File: config.mk
export PLATFORM = sky130hd
export DESIGN_NAME = top_k_sorted_insert_table_flat
export DESIGN_NICKNAME = d
export VERILOG_FILES = /design/src/sv/tksi_pkg.sv /design/src/sv/tksi_in_if.sv /design/src/sv/tksi_out_if.sv /design/src/sv/tksi_ctrl.sv /design/src/sv/tksi_datapath.sv /design/src/sv/top_k_sorted_insert_table.sv /design/src/flat_wrapper.sv
export SDC_FILE = /design/constraint.sdc
export NUM_CORES = 2
export LEC_CHECK = 0
export ABC_AREA = 1
export BUFFER_PORTS_ARGS = -buffer_cell sky130_fd_sc_hd__buf_2
export CORE_MARGIN = 2
export CORE_UTILIZATION = 40
export DETAILED_ROUTE_END_ITERATION = 8
export RECOVER_POWER = 50
export SYNTH_ARGS = -nofsm -noshare
export SYNTH_HDL_FRONTEND = slang
export SYNTH_HIERARCHICAL = 1
export SYNTH_SLANG_ARGS = --single-unit
File: constraint.sdc
create_clock -name clk -period 7.2 [get_ports clk]
set_clock_uncertainty 0.15 [all_clocks]
set_input_delay 0 -clock clk [delete_from_list [all_inputs] [get_ports clk]]
set_output_delay 0 -clock clk [all_outputs]
set_load 0.05 [all_outputs]
File: src/sv/tksi_pkg.sv
// tksi_pkg: shared types, constants and functions for the top-k sorted insert table
// depends on nothing; imported by the interfaces and every module of the block
package tksi_pkg;

  localparam int TAG_CHARS = 3;
  localparam int TAG_W     = 8 * TAG_CHARS;
  localparam int SCORE_W   = 30;
  localparam int BOARD_W   = 2;
  localparam int ROW_W     = 4;
  localparam int POS_W     = 4;
  localparam int ENT_W     = TAG_W + SCORE_W;

  localparam logic CMD_INSERT = 1'b0;
  localparam logic CMD_READ   = 1'b1;

  localparam int BUILTIN_BOARDS = 3;
  localparam int BUILTIN_ROWS   = 10;

  localparam logic [TAG_W-1:0] RECENT_RESET = "AAA";

  localparam logic [TAG_W-1:0] BUILTIN_TAGS [BUILTIN_BOARDS][BUILTIN_ROWS] = '{
    '{"DLC", "CRH", "PUP", "DHH", "RRH", "CAM", "ACE", "SKY", "OWL", "PIP"},
    '{"DLC", "CRH", "VON", "RRH", "SOP", "DHH", "RED", "CAM", "ACE", "PUP"},
    '{"DHH", "CRH", "VON", "DLC", "RED", "RRH", "ACE", "SOP", "CAM", "TRI"}
  };

  localparam logic [SCORE_W-1:0] BUILTIN_SCORES [BUILTIN_BOARDS][BUILTIN_ROWS] = '{
    '{30'd15225, 30'd13050, 30'd11300, 30'd10875, 30'd8700,
      30'd7150,  30'd6525,  30'd4350,  30'd2900,  30'd1225},
    '{30'd12400, 30'd10875, 30'd9650,  30'd8700,  30'd7125,
      30'd6525,  30'd5050,  30'd4350,  30'd2975,  30'd1650},
    '{30'd64850, 30'd52300, 30'd43775, 30'd38200, 30'd31450,
      30'd26900, 30'd21325, 30'd16750, 30'd11200, 30'd7650}
  };

  typedef struct packed {
    logic load;
    logic clr_step;
    logic rd_issue;
    logic scan_step;
    logic rd_result;
    logic ins_result;
  } tksi_cmd_t;

  typedef struct packed {
    logic clr_last;
    logic is_read;
    logic ranked;
    logic last_row;
    logic out_free;
  } tksi_status_t;

  function automatic logic [7:0] clean_char(input logic [7:0] c);
    logic [7:0] res;
    if (c >= 8'h61 && c <= 8'h7a) begin
      res = c - 8'h20;
    end else if ((c >= 8'h41 && c <= 8'h5a) || c == 8'h20) begin
      res = c;
    end else begin
      res = 8'h20;
    end
    return res;
  endfunction

  function automatic logic [TAG_W-1:0] clean_tag(input logic [TAG_W-1:0] raw);
    logic [TAG_W-1:0] t;
    for (int i = 0; i < TAG_CHARS; i++) begin
      t[i*8 +: 8] = clean_char(raw[i*8 +: 8]);
    end
    return t;
  endfunction

  // boards and rows past the built-in table repeat its last board and row
  function automatic logic [ENT_W-1:0] default_entry(input int unsigned b,
                                                     input int unsigned r);
    int unsigned sb;
    int unsigned sr;
    sb = (b < BUILTIN_BOARDS) ? b : BUILTIN_BOARDS - 1;
    sr = (r < BUILTIN_ROWS) ? r : BUILTIN_ROWS - 1;
    return {BUILTIN_TAGS[sb][sr], BUILTIN_SCORES[sb][sr]};
  endfunction

endpackage

File: src/sv/tksi_in_if.sv
// tksi_in_if: request channel into the table (insert or row read)
// depends on tksi_pkg for field widths
interface tksi_in_if;
  import tksi_pkg::*;

  logic               valid;
  logic               ready;
  logic               cmd;
  logic [BOARD_W-1:0] board;
  logic [ROW_W-1:0]   row;
  logic [TAG_W-1:0]   tag_chars;
  logic [SCORE_W-1:0] score;

  modport source (output valid, cmd, board, row, tag_chars, score, input ready);
  modport sink   (input valid, cmd, board, row, tag_chars, score, output ready);
endinterface

File: src/sv/tksi_out_if.sv
// tksi_out_if: result channel out of the table, one result per request
// depends on tksi_pkg for field widths
interface tksi_out_if;
  import tksi_pkg::*;

  logic               valid;
  logic               ready;
  logic               accepted;
  logic [POS_W-1:0]   position;
  logic [TAG_W-1:0]   row_tag;
  logic [SCORE_W-1:0] row_score;
  logic [TAG_W-1:0]   recent_tag;

  modport source (output valid, accepted, position, row_tag, row_score, recent_tag,
                  input ready);
  modport sink   (input valid, accepted, position, row_tag, row_score, recent_tag,
                  output ready);
endinterface

File: src/sv/tksi_ctrl.sv
// tksi_ctrl: sequencer for clearing, row scan and result hand-off
// depends on tksi_pkg for the command and status structs
module tksi_ctrl (
  input  logic                  clk,
  input  logic                  rst_n,
  input  logic                  in_valid,
  output logic                  in_ready,
  input  tksi_pkg::tksi_status_t st,
  output tksi_pkg::tksi_cmd_t    cmd
);
  import tksi_pkg::*;

  localparam logic [2:0] S_CLEAR    = 3'd0;
  localparam logic [2:0] S_IDLE     = 3'd1;
  localparam logic [2:0] S_DECODE   = 3'd2;
  localparam logic [2:0] S_RD_DONE  = 3'd3;
  localparam logic [2:0] S_INS_ADDR = 3'd4;
  localparam logic [2:0] S_INS_CMP  = 3'd5;
  localparam logic [2:0] S_INS_DONE = 3'd6;

  logic [2:0] state_r;
  logic [2:0] state_nxt;

  always_comb begin
    state_nxt = state_r;
    cmd       = '0;
    in_ready  = 1'b0;
    unique case (state_r)
      S_CLEAR: begin
        cmd.clr_step = 1'b1;
        if (st.clr_last) begin
          state_nxt = S_IDLE;
        end
      end
      S_IDLE: begin
        in_ready = 1'b1;
        if (in_valid) begin
          cmd.load  = 1'b1;
          state_nxt = S_DECODE;
        end
      end
      S_DECODE: begin
        priority if (st.is_read) begin
          cmd.rd_issue = 1'b1;
          state_nxt    = S_RD_DONE;
        end else if (st.ranked) begin
          state_nxt = S_INS_ADDR;
        end else begin
          state_nxt = S_INS_DONE;
        end
      end
      S_RD_DONE: begin
        if (st.out_free) begin
          cmd.rd_result = 1'b1;
          state_nxt     = S_IDLE;
        end
      end
      S_INS_ADDR: begin
        cmd.rd_issue = 1'b1;
        state_nxt    = S_INS_CMP;
      end
      S_INS_CMP: begin
        cmd.scan_step = 1'b1;
        state_nxt     = st.last_row ? S_INS_DONE : S_INS_ADDR;
      end
      S_INS_DONE: begin
        if (st.out_free) begin
          cmd.ins_result = 1'b1;
          state_nxt      = S_IDLE;
        end
      end
      default: begin
        state_nxt = S_CLEAR;
      end
    endcase
  end

  always_ff @(posedge clk) begin
    if (!rst_n) begin
      state_r <= S_CLEAR;
    end else begin
      state_r <= state_nxt;
    end
  end

endmodule

File: src/sv/tksi_datapath.sv
// tksi_datapath: request registers, board memory, scan carry and result register
// depends on tksi_pkg for widths, default table and tag cleaning
module tksi_datapath #(
  parameter int ROWS   = 10,
  parameter int BOARDS = 3
) (
  input  logic                        clk,
  input  logic                        rst_n,
  input  tksi_pkg::tksi_cmd_t         cmd,
  output tksi_pkg::tksi_status_t      st,
  input  logic                        in_cmd,
  input  logic [tksi_pkg::BOARD_W-1:0] in_board,
  input  logic [tksi_pkg::ROW_W-1:0]   in_row,
  input  logic [tksi_pkg::TAG_W-1:0]   in_tag_chars,
  input  logic [tksi_pkg::SCORE_W-1:0] in_score,
  output logic                        out_valid,
  input  logic                        out_ready,
  output logic                        out_accepted,
  output logic [tksi_pkg::POS_W-1:0]   out_position,
  output logic [tksi_pkg::TAG_W-1:0]   out_row_tag,
  output logic [tksi_pkg::SCORE_W-1:0] out_row_score,
  output logic [tksi_pkg::TAG_W-1:0]   out_recent_tag
);
  import tksi_pkg::*;

  localparam int BW    = (BOARDS > 1) ? $clog2(BOARDS) : 1;
  localparam int RW    = $clog2(ROWS);
  localparam int AW    = BW + RW;
  localparam int DEPTH = 1 << AW;

  logic               cmd_r;
  logic [BOARD_W-1:0] board_r;
  logic [ROW_W-1:0]   row_r;
  logic [TAG_W-1:0]   tag_r;
  logic [SCORE_W-1:0] score_r;

  logic [AW-1:0]      clr_r;
  logic [RW-1:0]      scan_r;
  logic               placed_r;
  logic [RW-1:0]      pos_r;
  logic [ENT_W-1:0]   carry_r;
  logic [TAG_W-1:0]   recent_r;

  logic [ENT_W-1:0]   mem [DEPTH];
  logic [ENT_W-1:0]   rdata_r;

  logic               out_valid_r;
  logic               out_valid_nxt;
  logic               out_accepted_r;
  logic [POS_W-1:0]   out_position_r;
  logic [TAG_W-1:0]   out_row_tag_r;
  logic [SCORE_W-1:0] out_row_score_r;
  logic [TAG_W-1:0]   out_recent_tag_r;

  logic [BW-1:0]      bsel;
  logic               ranked;
  logic               row_ok;
  logic               beat;
  logic               we;
  logic [AW-1:0]      waddr;
  logic [ENT_W-1:0]   wdata;
  logic [AW-1:0]      raddr;

  assign bsel   = BW'(board_r);
  assign ranked = 32'(board_r) < BOARDS;
  assign row_ok = 32'(row_r) < ROWS;
  assign beat   = score_r > rdata_r[SCORE_W-1:0];

  assign st.clr_last = clr_r == {AW{1'b1}};
  assign st.is_read  = cmd_r == CMD_READ;
  assign st.ranked   = ranked;
  assign st.last_row = scan_r == RW'(ROWS - 1);
  assign st.out_free = !out_valid_r || out_ready;

  assign raddr = (cmd_r == CMD_READ) ? {bsel, RW'(row_r)} : {bsel, scan_r};

  always_comb begin
    we    = 1'b0;
    waddr = {bsel, scan_r};
    wdata = carry_r;
    if (cmd.clr_step) begin
      we    = 1'b1;
      waddr = clr_r;
      wdata = default_entry(int'(clr_r[AW-1 -: BW]), int'(clr_r[RW-1:0]));
    end else if (cmd.scan_step) begin
      priority if (placed_r) begin
        we = 1'b1;
      end else if (beat) begin
        we    = 1'b1;
        wdata = {tag_r, score_r};
      end else begin
        we = 1'b0;
      end
    end
  end

  always_ff @(posedge clk) begin
    if (we) begin
      mem[waddr] <= wdata;
    end
    if (cmd.rd_issue) begin
      rdata_r <= mem[raddr];
    end
  end

  always_ff @(posedge clk) begin
    if (cmd.load) begin
      cmd_r   <= in_cmd;
      board_r <= in_board;
      row_r   <= in_row;
      tag_r   <= clean_tag(in_tag_chars);
      score_r <= in_score;
    end
    if (cmd.scan_step && (placed_r || beat)) begin
      carry_r <= rdata_r;
    end
    if (cmd.scan_step && !placed_r && beat) begin
      pos_r <= scan_r;
    end
  end

  always_ff @(posedge clk) begin
    if (!rst_n) begin
      clr_r    <= '0;
      scan_r   <= '0;
      placed_r <= 1'b0;
      recent_r <= RECENT_RESET;
    end else begin
      if (cmd.clr_step) begin
        clr_r <= clr_r + 1'b1;
      end
      if (cmd.load) begin
        scan_r   <= '0;
        placed_r <= 1'b0;
      end else if (cmd.scan_step) begin
        scan_r <= scan_r + 1'b1;
        if (beat) begin
          placed_r <= 1'b1;
        end
      end
      if (cmd.ins_result && placed_r) begin
        recent_r <= tag_r;
      end
    end
  end

  always_comb begin
    out_valid_nxt = out_valid_r;
    if (cmd.rd_result || cmd.ins_result) begin
      out_valid_nxt = 1'b1;
    end else if (out_ready) begin
      out_valid_nxt = 1'b0;
    end
  end

  always_ff @(posedge clk) begin
    if (!rst_n) begin
      out_valid_r <= 1'b0;
    end else begin
      out_valid_r <= out_valid_nxt;
    end
  end

  always_ff @(posedge clk) begin
    if (cmd.rd_result) begin
      out_accepted_r   <= 1'b0;
      out_position_r   <= '0;
      out_row_tag_r    <= (ranked && row_ok) ? rdata_r[ENT_W-1 -: TAG_W] : '0;
      out_row_score_r  <= (ranked && row_ok) ? rdata_r[SCORE_W-1:0] : '0;
      out_recent_tag_r <= recent_r;
    end else if (cmd.ins_result) begin
      out_accepted_r   <= placed_r;
      out_position_r   <= placed_r ? POS_W'(pos_r) : '0;
      out_row_tag_r    <= '0;
      out_row_score_r  <= '0;
      out_recent_tag_r <= placed_r ? tag_r : recent_r;
    end
  end

  assign out_valid      = out_valid_r;
  assign out_accepted   = out_accepted_r;
  assign out_position   = out_position_r;
  assign out_row_tag    = out_row_tag_r;
  assign out_row_score  = out_row_score_r;
  assign out_recent_tag = out_recent_tag_r;

endmodule

File: src/sv/top_k_sorted_insert_table.sv
// top_k_sorted_insert_table: top level joining the sequencer and the datapath
// depends on tksi_pkg, tksi_in_if, tksi_out_if, tksi_ctrl and tksi_datapath
//
// Keeps BOARDS high-score boards of ROWS rows each, sorted by descending score.
// in_if carries requests: cmd insert places a tag and score on a board, cmd
// read returns one stored row. out_if returns exactly one result per request,
// in request order.
// An insert walks the rows of its board through the single-port board memory,
// one row per read and compare pair, shifting rows down behind the new entry;
// an insert on an unranked board skips the walk. No new request is taken until
// the result of the last one has gone into the output register.
// After reset the block writes the built-in table into the board memory, one
// entry a cycle over 2**(clog2(BOARDS)+clog2(ROWS)) entries (64 by default),
// with in_if.ready low; then it takes requests.
// A finished result sits in the output register until out_if.ready; the next
// request is taken meanwhile, and its own result waits for the register.
module top_k_sorted_insert_table #(
  parameter int ROWS   = 10,
  parameter int BOARDS = 3
) (
  input logic       clk,
  input logic       rst_n,
  tksi_in_if.sink   in_if,
  tksi_out_if.source out_if
);
  import tksi_pkg::*;

  tksi_cmd_t    cmd;
  tksi_status_t st;

  tksi_ctrl u_ctrl (
    .clk      (clk),
    .rst_n    (rst_n),
    .in_valid (in_if.valid),
    .in_ready (in_if.ready),
    .st       (st),
    .cmd      (cmd)
  );

  tksi_datapath #(
    .ROWS   (ROWS),
    .BOARDS (BOARDS)
  ) u_dp (
    .clk            (clk),
    .rst_n          (rst_n),
    .cmd            (cmd),
    .st             (st),
    .in_cmd         (in_if.cmd),
    .in_board       (in_if.board),
    .in_row         (in_if.row),
    .in_tag_chars   (in_if.tag_chars),
    .in_score       (in_if.score),
    .out_valid      (out_if.valid),
    .out_ready      (out_if.ready),
    .out_accepted   (out_if.accepted),
    .out_position   (out_if.position),
    .out_row_tag    (out_if.row_tag),
    .out_row_score  (out_if.row_score),
    .out_recent_tag (out_if.recent_tag)
  );

endmodule

File: src/flat_wrapper.sv
// flat-port wrapper written by rule: the top's interface ports become plain ports
module top_k_sorted_insert_table_flat import tksi_pkg::*;
#(
  parameter int ROWS   = 10,
  parameter int BOARDS = 3
)
  (clk, rst_n, in_if_valid, in_if_cmd, in_if_board, in_if_row, in_if_tag_chars, in_if_score, in_if_ready, out_if_valid, out_if_accepted, out_if_position, out_if_row_tag, out_if_row_score, out_if_recent_tag, out_if_ready);
  tksi_in_if in_if_i ();
  tksi_out_if out_if_i ();
  input logic clk;
  input logic rst_n;
  input wire logic [$bits(in_if_i.valid)-1:0] in_if_valid;
  input wire logic [$bits(in_if_i.cmd)-1:0] in_if_cmd;
  input wire logic [$bits(in_if_i.board)-1:0] in_if_board;
  input wire logic [$bits(in_if_i.row)-1:0] in_if_row;
  input wire logic [$bits(in_if_i.tag_chars)-1:0] in_if_tag_chars;
  input wire logic [$bits(in_if_i.score)-1:0] in_if_score;
  output wire logic [$bits(in_if_i.ready)-1:0] in_if_ready;
  output wire logic [$bits(out_if_i.valid)-1:0] out_if_valid;
  output wire logic [$bits(out_if_i.accepted)-1:0] out_if_accepted;
  output wire logic [$bits(out_if_i.position)-1:0] out_if_position;
  output wire logic [$bits(out_if_i.row_tag)-1:0] out_if_row_tag;
  output wire logic [$bits(out_if_i.row_score)-1:0] out_if_row_score;
  output wire logic [$bits(out_if_i.recent_tag)-1:0] out_if_recent_tag;
  input wire logic [$bits(out_if_i.ready)-1:0] out_if_ready;
  assign in_if_i.valid = in_if_valid;
  assign in_if_i.cmd = in_if_cmd;
  assign in_if_i.board = in_if_board;
  assign in_if_i.row = in_if_row;
  assign in_if_i.tag_chars = in_if_tag_chars;
  assign in_if_i.score = in_if_score;
  assign in_if_ready = in_if_i.ready;
  assign out_if_valid = out_if_i.valid;
  assign out_if_accepted = out_if_i.accepted;
  assign out_if_position = out_if_i.position;
  assign out_if_row_tag = out_if_i.row_tag;
  assign out_if_row_score = out_if_i.row_score;
  assign out_if_recent_tag = out_if_i.recent_tag;
  assign out_if_i.ready = out_if_ready;
  top_k_sorted_insert_table #(.ROWS(ROWS), .BOARDS(BOARDS)) u_core (.clk(clk), .rst_n(rst_n), .in_if(in_if_i), .out_if(out_if_i));
endmodule
==> impl_metrics.toml <==
[synth]
synth_compound_area_share_pct = 7.73
syn_area_mm2 = 0.157
yosysWarnings = 6
ys.flop_type = "edfxtp_1"
synth_area_leaders = "edfxtp_1 71%, nand2_1 7.1%, o211ai_1 5.6%"
synth_cell_types = 49
syn_area_per_cell_um2 = 11.7
synthAdderAreaFrac_pct = 0.335
synth.most_common_cell = "edfxtp_1"
async_reset_ff_share_pct = 0
synth_cells = 13400
synth_edf_count = 3707
synth_xor_area_share_pct = 0.00558
synth_seq_cells = 3751
synth.area.mux_share_pct = 0.0430
synthesis.nets = 13500
synth_top_family_by_area = "simple AND/OR/NAND/NOR gates"
synthSimpleGateAreaFrac_pct = 13.7
synth_top_area_share_pct = 70.9
seq_area_frac_synth_pct = 71.4
synth_area_leader_cell = "edfxtp_1"
synth_common_cells = "3707 x edfxtp_1, 2977 x nand2_1, 1785 x inv_1"

[placement]
hpwl_um = 230000
globalplace.congestion = 0.912
place_ws_ns = 2.08
port_buffers = 149

[sta]
setup_viol = 0
tns_ns = 0
drv_slew = 2812
relSlewSlack_pct = -185
clock.fmax_ghz = 0.167
rsz0062_at_grt = "false"
timing_hold_violations_final = 0
finalCriticalPeriod_ns = 6.00
fin_ws_ns = 1.20
tightest_slew_ns = 4.28
period_share_pct = 83.4

[cts]
h-tree-depth = 5
clockRootBuffer = "clkbuf_16"
post_cts_buffers = 0
clock_latency_ns = 0.96
cts_buffers = 380
cts_num_sinks = 3751
path_clk_slew_ns = 0.06
cts_tree = "built"
clockBufferDepth = 4

[detailed_routing]
first_pass_iters = 6
postRouteAntennaNets = 0
finalWirelength_um = 424000
viasPerCell = 5.31
drc = 0
vias = 101000
first_iter_violations = 11800
routedWlPerCell_um = 22.3

[global_route]
antenna_found_initial = 12
grt_usage_pct = 20.7
grt_pass1_vias = 93500
grt_max_degree = 203
grt_pass1_wl_um = 625000
grt_overflow = 0

[floorplan]
fp-row-count = 230
die_y_um = 631
boundaryPins = 150
die_area_mm2 = 0.398
die_w_um = 631
initial_core_util_pct = 40.1
coreArea_mm2 = 0.392

[worst_setup_path]
worstSetupStartpointType = "register"
endpoint_kind = "register"
crit_arrival_ns = 6.49
crit_path_top_delay_cell = "clkbuf_1"
path_max_fanout = 110
worstPathRequired_ns = 7.69
cpMostUsedCell = "nand2_1"
crit_path_cell_trace = "nand2_1, o21ai_4, buf_12, clkbuf_1, o211ai_1, nand3_1, nand2_1, nand2_1, nand2_1, inv_1, nand2_1"
max_stage_delay_ns = 2.18
worstSetupPathType = "reg -> reg"

[cells_and_area]
multi_input_area_mm2 = 0.0345
drive_above_1_share_pct = 6.73
fill_cells = 35200
layout.nets = 13600
area_growth_pct = 12.2
regArea_mm2 = 0.112

[pwr]
leakagePower_nw = 64.2
p_clk_share_pct = 31.3
p_switching_w = 0.0187
p_int_w = 0.0433
ir_drop_mv = 0.775
p_sw_share_pct = 30.2
p_seq_share_pct = 50.0
power_per_cell_area_mw_per_mm2 = 352
combinationalPowerShare_pct = 18.7

[status]
failed_checks = "capacitance limit, slew limit"
outcome = "complete, but fails checks"

[run]
maxCapViolCount = 49

[worst_hold_path]
hold_path.class = "in -> reg"
==> metal layers <==
layer	wire length (um)	vias to the layer above	track usage (%)
met4	9040	6	4.74
met3	35700	565	3.18
met1	186000	49600	30.2
met2	193000	4088	32.8
li1	-	46600	-
met5	46	-	0
==> sequential cells by signal, summed over array words and instances (netlist names), 2 cells and up <==
register / count
u_core/u_ctrl/state_r: 3
u_core/u_dp/board_r: 2
u_core/u_dp/carry_r: 54
u_core/u_dp/clr_r: 6
u_core/u_dp/mem: 3456
u_core/u_dp/out_position: 4
u_core/u_dp/out_recent_tag: 24
u_core/u_dp/out_row_score: 30
u_core/u_dp/out_row_tag: 24
u_core/u_dp/pos_r: 4
u_core/u_dp/rdata_r: 54
u_core/u_dp/recent_r: 24
u_core/u_dp/row_r: 4
u_core/u_dp/scan_r: 4
u_core/u_dp/score_r: 30
u_core/u_dp/tag_r: 24
==> cell type report <==
type                            count  share of cell area, %
Antenna cell                        4                0.00568
Clock buffer                      476                   5.70
Tap cell                         5220                   3.71
Sequential cell                  3751                   63.7
Multi-Input combinational cell   7018                   19.6
Timing Repair Buffer              496                   2.22
Clock inverter                    223                   1.20
Inverter                         1800                   3.89
==> worst max-delay path: cells and delay by family (launching register included) <==
kind            cells  cell delay [ns]
flops               1             0.74
buf+inv             3             2.90
compound gates      2             0.52
simple gates        6             1.05
==> path summary, 6_finish.rpt <==
check	to	slack, ns	cells past startpoint	from
max	u_core/u_dp/rdata_r[18]	1.20	11	u_core/u_dp/cmd_r
min reg2reg	u_core/u_dp/carry_r[29]	0.30	0	u_core/u_dp/rdata_r[29]
min	u_core/u_dp/tag_r[15]	0.15	5	in_if_tag_chars[15]
max reg2reg	u_core/u_dp/rdata_r[18]	1.20	11	u_core/u_dp/cmd_r
==> kinds of logic (layout without fill, tap and decap cells) <==
kind of cell	count (synthesis)	in the layout
and+or+nand+nor	5168	5168
DFF	3751	3751
buffers and inverters	2604	2995
AOI/OAI and AO/OA	1801	1801
adders and majority gates	42	42
muxes	6	6
xor gates and xnor gates	1	1
other	0	4
==> through the flow <==
step	power, W	utilization (%)	hold slack, ns	instance area (um^2)	instances
2_1_floorplan	0.0372	-	-0.0511	157000	13400
3_3_place_gp	0.0426	41.6	0.0321	163000	18100
3_5_place_dp	0.0428	41.6	0.0298	163000	18100
4_1_cts	0.0622	45.1	0.0530	177000	19000
5_1_grt	0.0641	45.0	0.144	176000	19000
6_report	0.0621	45.0	0.148	176000	19000
==> cells in the final DEF (no fill, tap or decap), types with 32 or more instances in the layout <==
cell and n:
a21oi_1 136, buf_12 34, buf_2 44, buf_4 118, bufinv_16 32, clkbuf_1 205, clkbuf_16 387, clkinv_1 80
clkinv_2 84, dfxtp_1 44, dlygate4sd3_1 154, edfxtp_1 3707, ha_1 42, inv_1 1724, nand2_1 2949, nand3_1 1395
nand4_1 40, nor2_1 647, o211ai_1 1178, o21ai_0 284, o21ai_1 153
==> power by group through the flow <==
stage                     registers (W)  clock network [W]  logic, W
after floorplan                  0.0314                  0   0.00582
after global placement           0.0312                  0    0.0114
after detailed placement         0.0313                  0    0.0116
after CTS                        0.0308             0.0197    0.0116
after global routing             0.0311             0.0206    0.0124
final                            0.0310             0.0194    0.0116
==> repair_timing <==
action,CTS,global route
resized for setup,0,0
hold buffers,154,0
hold endpoints to repair,185,0
endpoints found under the setup margin,0,0
No activity file was read; power rests on OpenSTA's default activity.
